<file path="src/hw/rtl/pbt_pkg.sv">
// Shared types and codes for the port binding table.
// Holds the request/result beats, the probe that sweeps the cell row and the
// write-back command. No dependencies.
package pbt_pkg;

    // Slot numbers travel at a fixed width that covers the largest table.
    localparam int SLOT_W = 8;

    localparam logic [1:0] REQ_BIND   = 2'd0;
    localparam logic [1:0] REQ_UNBIND = 2'd1;
    localparam logic [1:0] REQ_LOOKUP = 2'd2;

    localparam logic [2:0] ST_OK        = 3'd0;
    localparam logic [2:0] ST_IN_USE    = 3'd1;
    localparam logic [2:0] ST_ZERO      = 3'd2;
    localparam logic [2:0] ST_FULL      = 3'd3;
    localparam logic [2:0] ST_NOT_FOUND = 3'd4;

    typedef struct packed {
        logic [1:0]  req_type;
        logic        proto_is_tcp;
        logic [15:0] port_number;
        logic [31:0] owner_id;
    } t_req;

    typedef struct packed {
        logic [2:0]  status;
        logic        hit;
        logic [31:0] found_owner;
        logic [3:0]  slot_index;
        logic        reply_is_tcp;
    } t_result;

    // Request plus what the cells seen so far have reported.
    typedef struct packed {
        logic              valid;
        logic [1:0]        req_type;
        logic              key_tcp;
        logic [15:0]       port;
        logic [31:0]       owner;
        logic              found;
        logic [SLOT_W-1:0] found_slot;
        logic [31:0]       found_owner;
        logic              free_found;
        logic [SLOT_W-1:0] free_slot;
    } t_probe;

    // Write-back broadcast to every cell; only the addressed cell acts.
    typedef struct packed {
        logic              en;
        logic              clr;
        logic [SLOT_W-1:0] slot;
        logic              tcp;
        logic [15:0]       port;
        logic [31:0]       owner;
    } t_wr;

endpackage

</file>
<file path="src/hw/rtl/pbt_cell.sv">
// One table entry of the port binding table, with its stage of the probe row.
// Compares the passing probe against its entry and forwards it one cell on.
// Depends on pbt_pkg.
module pbt_cell #(
    parameter int CELL_IDX = 0
) (
    input  logic           i_clk,
    input  logic           i_rst_n,
    input  pbt_pkg::t_probe i_probe,
    input  pbt_pkg::t_wr    i_wr,
    output pbt_pkg::t_probe o_probe
);
    import pbt_pkg::*;

    logic        r_valid;
    logic        r_tcp;
    logic [15:0] r_port;
    logic [31:0] r_owner;
    t_probe      r_probe;
    t_probe      n_probe;
    logic        w_match;
    logic        w_sel;

    assign w_match = r_valid && (r_tcp == i_probe.key_tcp) && (r_port == i_probe.port);
    assign w_sel   = i_wr.en && (i_wr.slot == SLOT_W'(CELL_IDX));

    always_comb begin
        n_probe = i_probe;
        // First hit and first free slot win: lower cells were visited earlier.
        if (!i_probe.found && w_match) begin
            n_probe.found       = 1'b1;
            n_probe.found_slot  = SLOT_W'(CELL_IDX);
            n_probe.found_owner = r_owner;
        end
        if (!i_probe.free_found && !r_valid) begin
            n_probe.free_found = 1'b1;
            n_probe.free_slot  = SLOT_W'(CELL_IDX);
        end
    end

    always_ff @(posedge i_clk) begin
        if (!i_rst_n) begin
            r_valid       <= 1'b0;
            r_probe.valid <= 1'b0;
        end else begin
            r_probe <= n_probe;
            if (w_sel) begin
                r_valid <= !i_wr.clr;
            end
        end
    end

    always_ff @(posedge i_clk) begin
        if (w_sel && !i_wr.clr) begin
            r_tcp   <= i_wr.tcp;
            r_port  <= i_wr.port;
            r_owner <= i_wr.owner;
        end
    end

    assign o_probe = r_probe;

endmodule

</file>
<file path="src/hw/rtl/port_binding_table_core.sv">
// Port binding table core: probe loader, row of pbt_cell entries and write-back; needs pbt_pkg.
// Result path: start is registered into the probe head, then each cell's probe register, then the strobe.
// One request at a time: the probe walks the cell row
// one entry per cycle and busy stays high until it leaves the last cell.
// The write-back lands at the edge that ends the strobe cycle, where start may
// be taken again. The receiver cannot stall. Synchronous reset empties the table.
module port_binding_table_core #(
    parameter int ENTRIES = 16
) (
    input  logic             i_clk,
    input  logic             i_rst_n,
    input  logic             start,
    input  pbt_pkg::t_req    i_req,
    output logic             busy,
    output logic             o_strobe,
    output pbt_pkg::t_result o_result
);
    import pbt_pkg::*;

    t_probe  w_probe [ENTRIES+1];
    t_probe  r_probe;
    t_probe  w_tail;
    t_wr     r_wr;
    t_wr     n_wr;
    t_result r_result;
    t_result n_result;
    logic    r_busy;
    logic    r_strobe;
    logic    w_accept;

    assign w_accept = start && !r_busy;

    // Load the probe head; unbind always keys on UDP.
    always_ff @(posedge i_clk) begin
        if (!i_rst_n) begin
            r_probe.valid <= 1'b0;
        end else begin
            r_probe.valid <= w_accept;
            if (w_accept) begin
                r_probe.req_type    <= i_req.req_type;
                r_probe.key_tcp     <= (i_req.req_type == REQ_UNBIND) ? 1'b0 : i_req.proto_is_tcp;
                r_probe.port        <= i_req.port_number;
                r_probe.owner       <= i_req.owner_id;
                r_probe.found       <= 1'b0;
                r_probe.found_slot  <= '0;
                r_probe.found_owner <= '0;
                r_probe.free_found  <= 1'b0;
                r_probe.free_slot   <= '0;
            end
        end
    end

    assign w_probe[0] = r_probe;

    for (genvar g = 0; g < ENTRIES; g++) begin : g_cell
        pbt_cell #(
            .CELL_IDX(g)
        ) u_cell (
            .i_clk   (i_clk),
            .i_rst_n (i_rst_n),
            .i_probe (w_probe[g]),
            .i_wr    (r_wr),
            .o_probe (w_probe[g+1])
        );
    end

    assign w_tail = w_probe[ENTRIES];

    always_comb begin
        n_result              = '0;
        n_result.status       = ST_NOT_FOUND;
        n_result.reply_is_tcp = w_tail.key_tcp;
        n_wr                  = '0;
        n_wr.slot             = w_tail.free_slot;
        n_wr.tcp              = w_tail.key_tcp;
        n_wr.port             = w_tail.port;
        n_wr.owner            = w_tail.owner;
        case (w_tail.req_type)
            REQ_BIND: begin
                if (w_tail.owner == '0 || w_tail.port == '0) begin
                    n_result.status = ST_ZERO;
                end else if (w_tail.found) begin
                    n_result.status      = ST_IN_USE;
                    n_result.hit         = 1'b1;
                    n_result.found_owner = w_tail.found_owner;
                    n_result.slot_index  = w_tail.found_slot[3:0];
                end else if (!w_tail.free_found) begin
                    n_result.status = ST_FULL;
                end else begin
                    n_result.status     = ST_OK;
                    n_result.slot_index = w_tail.free_slot[3:0];
                    n_wr.en             = w_tail.valid;
                end
            end
            REQ_UNBIND: begin
                if (w_tail.port == '0) begin
                    n_result.status = ST_ZERO;
                end else if (w_tail.found) begin
                    n_result.status      = ST_OK;
                    n_result.hit         = 1'b1;
                    n_result.found_owner = w_tail.found_owner;
                    n_result.slot_index  = w_tail.found_slot[3:0];
                    n_wr.en              = w_tail.valid;
                    n_wr.clr             = 1'b1;
                    n_wr.slot            = w_tail.found_slot;
                end
            end
            REQ_LOOKUP: begin
                if (w_tail.found) begin
                    n_result.status      = ST_OK;
                    n_result.hit         = 1'b1;
                    n_result.found_owner = w_tail.found_owner;
                    n_result.slot_index  = w_tail.found_slot[3:0];
                end
            end
            default: begin
                n_result.status = ST_NOT_FOUND;
            end
        endcase
    end

    always_ff @(posedge i_clk) begin
        if (!i_rst_n) begin
            r_busy   <= 1'b0;
            r_strobe <= 1'b0;
            r_wr.en  <= 1'b0;
        end else begin
            r_strobe <= w_tail.valid;
            r_wr.en  <= n_wr.en;
            if (w_tail.valid) begin
                r_wr.clr   <= n_wr.clr;
                r_wr.slot  <= n_wr.slot;
                r_wr.tcp   <= n_wr.tcp;
                r_wr.port  <= n_wr.port;
                r_wr.owner <= n_wr.owner;
            end
            if (w_accept) begin
                r_busy <= 1'b1;
            end else if (w_tail.valid) begin
                r_busy <= 1'b0;
            end
        end
    end

    always_ff @(posedge i_clk) begin
        if (w_tail.valid) begin
            r_result <= n_result;
        end
    end

    assign busy     = r_busy;
    assign o_strobe = r_strobe;
    assign o_result = r_result;

`ifndef SYNTHESIS
    a_accept_busy: assert property (@(posedge i_clk) disable iff (!i_rst_n)
        (start && !busy) |=> busy)
        else $error("busy not raised after accept");

    a_strobe_after_busy: assert property (@(posedge i_clk) disable iff (!i_rst_n)
        o_strobe |-> ($past(busy) && !busy))
        else $error("strobe without a request in flight");

    a_write_with_strobe: assert property (@(posedge i_clk) disable iff (!i_rst_n)
        r_wr.en |-> (o_strobe && o_result.status == ST_OK))
        else $error("table write without a successful result");

    a_hit_status: assert property (@(posedge i_clk) disable iff (!i_rst_n)
        (o_strobe && o_result.hit) |->
            (o_result.status == ST_OK || o_result.status == ST_IN_USE))
        else $error("hit reported with a failing status");
`endif

endmodule

</file>
<file path="config.mk">
export PLATFORM = sky130hd
export DESIGN_NAME = port_binding_table_core
export DESIGN_NICKNAME = d
export VERILOG_FILES = /design/src/hw/rtl/pbt_pkg.sv /design/src/hw/rtl/pbt_cell.sv /design/src/hw/rtl/port_binding_table_core.sv
export SDC_FILE = /design/constraint.sdc
export NUM_CORES = 2
export LEC_CHECK = 0
export BUFFER_PORTS_ARGS = -buffer_cell sky130_fd_sc_hd__buf_2
export CORE_MARGIN = 3
export CORE_UTILIZATION = 53
export CTS_CLUSTER_DIAMETER = 120
export CTS_CLUSTER_SIZE = 12
export DETAILED_ROUTE_END_ITERATION = 6
export GPL_ROUTABILITY_DRIVEN = 0
export GPL_TIMING_DRIVEN = 0
export PLACE_DENSITY = 0.71
export SLEW_MARGIN = 5
export SYNTH_ARGS = -nofsm -noshare
export SYNTH_HDL_FRONTEND = slang
export SYNTH_HIERARCHICAL = 1
export SYNTH_SLANG_ARGS = --single-unit
</file>
<file path="constraint.sdc">
create_clock -name i_clk -period 6.75 [get_ports i_clk]
set_clock_uncertainty 0.05 [all_clocks]
set_input_delay 0.675 -clock i_clk [delete_from_list [all_inputs] [get_ports i_clk]]
set_output_delay 0.675 -clock i_clk [all_outputs]
set_load 0.01 [all_outputs]
</file>
==> Yosys cells after proc, flatten, opt, wreduce, memory -nomap -nowiden <==
Index checks and enable logic that the tools add are counted.
{ "word_totals": {"ramBits": 0, "word_cells": 479, "mem_bits_ro": 0, "output_inout_bits": 43, "regBits": 2428, "latchBits": 0, "inputBits": 54, "n_memories": 0} }
{ "classes": {"shift": 0, "n_reduce_logical": 151, "multipliers": 0, "eq_ne": 50, "add_sub_neg": 0, "magnitude_cmp": 0, "muxes": 36, "div": 0, "bitwise": 1} }
{ "ops": {"columns": ["operator", "count"], "rows": [
  ["32-bit two-way mux", 15],
  ["16-bit equality test", 16],
  ["37-bit case mux with 3 select lines", 1],
  ["1-bit logical AND", 95],
  ["37-bit two-way mux", 2],
  ["8-bit by 4-bit equality test with 1-bit output (second input constant)", 8],
  ["1-bit logical NOT", 47],
  ["40-bit two-way mux", 1],
  ["33-bit two-way mux", 1],
  ["8-bit by 3-bit equality test with 1-bit output (second input constant)", 4],
  ["32-bit logical NOT", 1],
  ["10-bit two-way mux", 2],
  ["1-bit equality test", 16],
  ["8-bit by 2-bit equality test with 1-bit output (second input constant)", 2],
  ["16-bit logical NOT", 1],
  ["4-bit two-way mux", 3],
  ["3-bit two-way mux", 3],
  ["3-bit case mux with 3 select lines", 1],
  ["8-bit by 1-bit equality test with 1-bit output (second input constant)", 1],
  ["8-bit logical NOT", 1],
  ["1-bit two-way mux", 5],
  ["2-bit by 1-bit equality test with 1-bit output (second input constant)", 2],
  ["2-bit AND reduction", 2],
  ["2-bit equality test (second input constant)", 1],
  ["7 further kinds", 7]
]} }

==> Logic depth before layout (Yosys ltp) <==
{ "logic_depth": {"ltp_word": 5, "ltp_mapped": 6, "mapped_depth_nobuf": 5} }

==> Modules after synthesis <==
The synthesis kept the hierarchy.
{ "by_module_without_submodules": {"columns": ["mod", "n_inst", "cells_each", "area_each_um2"], "rows": [
  ["pbt_cell (g_cell[10].u_cell ...)", 5, 237, 5426.5],
  ["pbt_cell (g_cell[11].u_cell ...)", 4, 239, 5446.5],
  ["pbt_cell (g_cell[1].u_cell ...)", 4, 237, 5424.0],
  ["pbt_cell (g_cell[3].u_cell)", 1, 239, 5444.0],
  ["pbt_cell (g_cell[15].u_cell)", 1, 237, 5427.7],
  ["pbt_cell (g_cell[0].u_cell)", 1, 237, 5421.4],
  ["port_binding_table_core", 1, 250, 5325.1]
]} }

==> Worst setup path before layout <==
Ideal clock, no wire load.
{ "synth_timing": {"path_kind": "flip-flop to flip-flop", "start": "register r_wr[53] (netlist name)", "end": "register g_cell[11].u_cell.r_owner[0], enable pin", "stages_incl_launch_ff": 4, "n_path_buf": 0, "setup_slack_ps": 354, "period_less_slack_ps": 6396, "arrival_time_ps": 5766, "t_required_ps": 6120, "path_cell_list": "edfxtp_1 > nor4b_1 > nand3b_1 > nor4_1"} }
{ "synth_via": {"elab_chain_cells": 3} }
{ "synth_lines": {"columns": ["item", "line", "text"], "rows": [
  ["start, declared", "port_binding_table_core.sv:23", "t_wr r_wr;"],
  ["8-bit by 4-bit equality test with 1-bit output", "pbt_cell.sv:25", "assign w_sel = i_wr.en && (i_wr.slot == SLOT_W'(CELL_IDX));"],
  ["1-bit logical AND", "pbt_cell.sv:25", null],
  ["1-bit logical AND", "pbt_cell.sv:54", "if (w_sel && !i_wr.clr) begin"],
  ["end signal, assigned", "pbt_cell.sv:57", "r_owner <= i_wr.owner;"],
  ["end, declared", "pbt_cell.sv:18", "logic [31:0] r_owner;"]
]} }
No other way between the ends.
A chain may end at the register's enable or synchronous reset.

==> Final worst setup path <==
{ "layout_timing": {"start": "input port i_rst_n", "end": "register r_probe[93] (netlist name), enable pin"} }
{ "layout_via": {"elab_chain_cells": 1} }
{ "layout_lines": {"columns": ["item", "line", "text"], "rows": [
  ["start, declared", "port_binding_table_core.sv:11", "input logic i_rst_n,"],
  ["2-bit AND reduction (no source line)", null, null],
  ["end, declared", "port_binding_table_core.sv:21", "t_probe r_probe;"]
]} }
No other way between the ends.

==> impl_metrics.sql <==
INSERT INTO impl_metrics (metric_group, metric, value, unit) VALUES
('timing', 'setup_ws', '2.39', 'ns'),
('timing', 'achievable-frequency', '229', 'MHz'),
('detailed_routing', 'vias', '34500', ''),
('power_and_ir_drop', 'power_density_of_the_placed_cells', '294', 'mW/mm^2'),
('critical_path', 'worst_setup_path_start_kind', 'input port', ''),
('clock_tree', 'worst_setup_hold_path_clk_slew', '0.06', 'ns'),
('power_and_ir_drop', 'total_leakage_power', '0.0366', 'uW'),
('synthesis', 'synth_area_per_cell', '22.8', 'sq um'),
('floorplan', 'row_count', '152', ''),
('floorplan', 'floorplan.initialDensity', '53.5', '%'),
('global_routing', 'overall_global_routing_resource_usage', '14.1', '%'),
('power_and_ir_drop', 'max-vdd-ir-drop', '0.278', 'mV'),
('synthesis', 'count_leader_synth', 'edfxtp_1', ''),
('floorplan', 'die_width', '423', 'microns'),
('placement', 'detailedPlace.worstSlack', '1.53', 'ns'),
('clock_tree', 'cts.htree.levels', '4', ''),
('synthesis', 'synthesis_warning_total', '6', ''),
('critical_path', 'cp_data_arrival_time', '4.79', 'ns'),
('min_path', 'hold_class', 'in2reg', ''),
('timing', 'timing_hold_violations_final', '0', ''),
('finish', 'nets', '4595', ''),
('clock_tree', 'cts_tree', 'built', ''),
('clock_tree', 'clock-root-buffer', 'clkbuf_16', ''),
('flow_run', 'cap_violations', '0', ''),
('detailed_routing', 'drt-total-wl', '125', 'mm'),
('critical_path', 'critical_path.cell_chain', 'buf_12, buf_16, buf_16, buf_16, buf_16, inv_1, nor2_4, buf_12, buf_12', ''),
('critical_path', 'critical_path.endpoint_type', 'register', ''),
('synthesis', 'syn-cell-area', '0.0922', 'sq mm'),
('detailed_routing', 'count_of_antenna_violating_nets_left_after_detailed_routing', '0', ''),
('placement', 'dp.final_hpwl', '77.8', 'mm'),
('synthesis', 'ys_ff_latch', '2586', ''),
('detailed_routing', 'drt_iter0_drc', '2177', ''),
('finish', 'layout.cells.non_filler', '6927', ''),
('synthesis', 'ys_types', '42', ''),
('clock_tree', 'post-cts-setup-buffers', '0', ''),
('timing', 'timing.slew.headroom', '19.8', '%'),
('synthesis', 'yosysSeqAreaShare', '83.8', '%'),
('synthesis', 'yosysTopAreaCellShare', '83.0', '%'),
('detailed_routing', 'drt_pass1_iterations', '5', ''),
('timing', 'unrepaired_setup_endpoints_after_global_routing', 'no', ''),
('global_routing', 'first_global_vias', '35700', ''),
('status', 'status', 'completed', ''),
('critical_path', 'path_common_cell', 'buf_16', ''),
('synthesis', 'async_reset_ff_share', '0', '%'),
('critical_path', 'timing.critical_path.required', '7.18', 'ns'),
('floorplan', 'ios', '97', ''),
('clock_tree', 'clock_insertion_delay_worst_skew', '0.83', 'ns'),
('critical_path', 'critPathMaxFanout', '165', ''),
('timing', 'final_max_tran_viols', '0', ''),
('synthesis', 'synth_edf_count', '2550', ''),
('critical_path', 'worst-setup-path-type', 'in2reg', ''),
('timing', 'worst_pin_slew', '1.20', 'ns'),
('floorplan', 'die_area', '0.179', 'sq mm'),
('synthesis', 'leading_cell_types_by_total_area_after_synthesis', 'edfxtp_1 (83%), mux2_4 (8.1%), xor2_1 (2.0%)', ''),
('synthesis', 'synthDominantAreaCellType', 'edfxtp_1', ''),
('finish', 'fillers', '11800', ''),
('critical_path', 'cpPeakStageDelay', '0.58', 'ns'),
('critical_path', 'critical-path-slowest-cell', 'buf_16', ''),
('finish', 'ratio_of_cells_with_drive_above_1_in_the_final_layout', '24.4', '%'),
('detailed_routing', 'drc', '0', ''),
('global_routing', 'pin_count_of_the_biggest_net_entering_global_routing', '186', ''),
('placement', 'total_placed_cells_including_tap_cells', '6565', ''),
('timing', 'setup-tns-final', '0', 'ns'),
('detailed_routing', 'detail_route.vias_per_cell', '4.98', ''),
('timing', 'finalCritPeriodShare', '64.6', '%'),
('global_routing', 'grt_pass1_wl', '198', 'mm'),
('detailed_routing', 'post_drt_wl_per_cell', '18.1', 'microns'),
('placement', 'io_buffers', '96', ''),
('clock_tree', 'clkSinkCount', '2586', ''),
('clock_tree', 'cts_buffers', '233', ''),
('timing', 'hold_worst_slack', '0.145', 'ns');
## cell usage in the layout (no fill, tap or decap), types with 32 or more instances in the layout
| master | synthesis | layout |
|---|---|---|
| nand2b_1 | 65 | 65 |
| dfxtp_1 | 36 | 35 |
| nor4_1 | 54 | 49 |
| and2_1 | 126 | 125 |
| clkbuf_1 | 0 | 59 |
| buf_2 | 16 | 111 |
| nor2b_1 | 96 | 96 |
| clkbuf_16 | 0 | 235 |
| buf_6 | 51 | 52 |
| mux2_4 | 496 | 496 |
| xor2_1 | 208 | 208 |
| dlygate4sd3_1 | 0 | 50 |
| edfxtp_1 | 2550 | 2550 |
| xnor2_1 | 64 | 64 |
| conb_1 | 1 | 52 |
| or2_2 | 32 | 32 |
## critical path, delay by kind of cell
kind	cells	cell delay [ns]
buffers and inverters	8	3.22
AND/OR/NAND/NOR	1	0.17
## routing by layer
layer	wire (microns)	global-route usage, %
met1	54900	18.6
met2	62400	23.7
met3	4580	2.79
met4	3350	4.93
met5	0	0
## registers in the layout, summed over array words and instances, names as in the netlist
name                   count
busy                       1
g_cell.u_cell/o_probe   1632
g_cell.u_cell/r_owner    512
g_cell.u_cell/r_port     256
g_cell.u_cell/r_tcp       16
g_cell.u_cell/r_valid     16
o_result                  41
o_strobe                   1
r_probe                   52
r_wr                      59
## report_power, final
group | internal, uW | switching, uW | total [uW]
registers | 18200 | 194 | 18400
clock network | 6260 | 5170 | 11400
logic | 360 | 313 | 673
## final timing paths
path,from,to,slack [ns],depth (start not counted)
setup / recovery,i_rst_n,r_probe[93]$_DFFE_PP_,2.39,9
hold reg to reg,g_cell[8].u_cell/o_probe[59]$_DFFE_PP_,g_cell[9].u_cell/o_probe[59]$_DFFE_PP_,0.33,0
hold / removal,start,r_probe[101]$_SDFF_PN0_,0.15,3
setup reg to reg,r_wr[51]$_DFFE_PP_,g_cell[3].u_cell/r_owner[27]$_DFFE_PP_,3.21,9
## through the flow
step / power [uW] / area (sq um)
global placement: 19800 / 95800
detailed placement: 19400 / 96800
global route: 31600 / 104000
floorplan: 19100 / 92400
CTS: 30900 / 104000
finish: 30500 / 104000
## cell families after synthesis
logic type,count (synthesis),share of synthesized area [%]
flip-flops,2586,83.8
XOR/XNOR,272,2.58
AO/OA/AOI/OAI,28,0.241
AND/OR/NAND/NOR,569,4.25
multiplexers,520,8.37
other,1,0.00407
buffers and inverters,76,0.746
## cell type report
class	instances	area (sq um)	share of cell area, %
diodes	3	7.51	0.00724
multi-input cells	1441	14600	14.0
clock inverters	14	285	0.275
plain buffers	67	654	0.631
inverters	9	33.8	0.0326
clock buffers	294	6100	5.89
repair buffers	203	1840	1.78
flip-flops and latches	2586	77300	74.6
well taps	2310	2890	2.79
## repair_timing
action	4_1_cts	5_1_grt
gates resized for setup	0	0
endpoints found under the hold margin	50	0
hold buffers	50	0
Note: power is estimated with default switching activity, not from simulation.
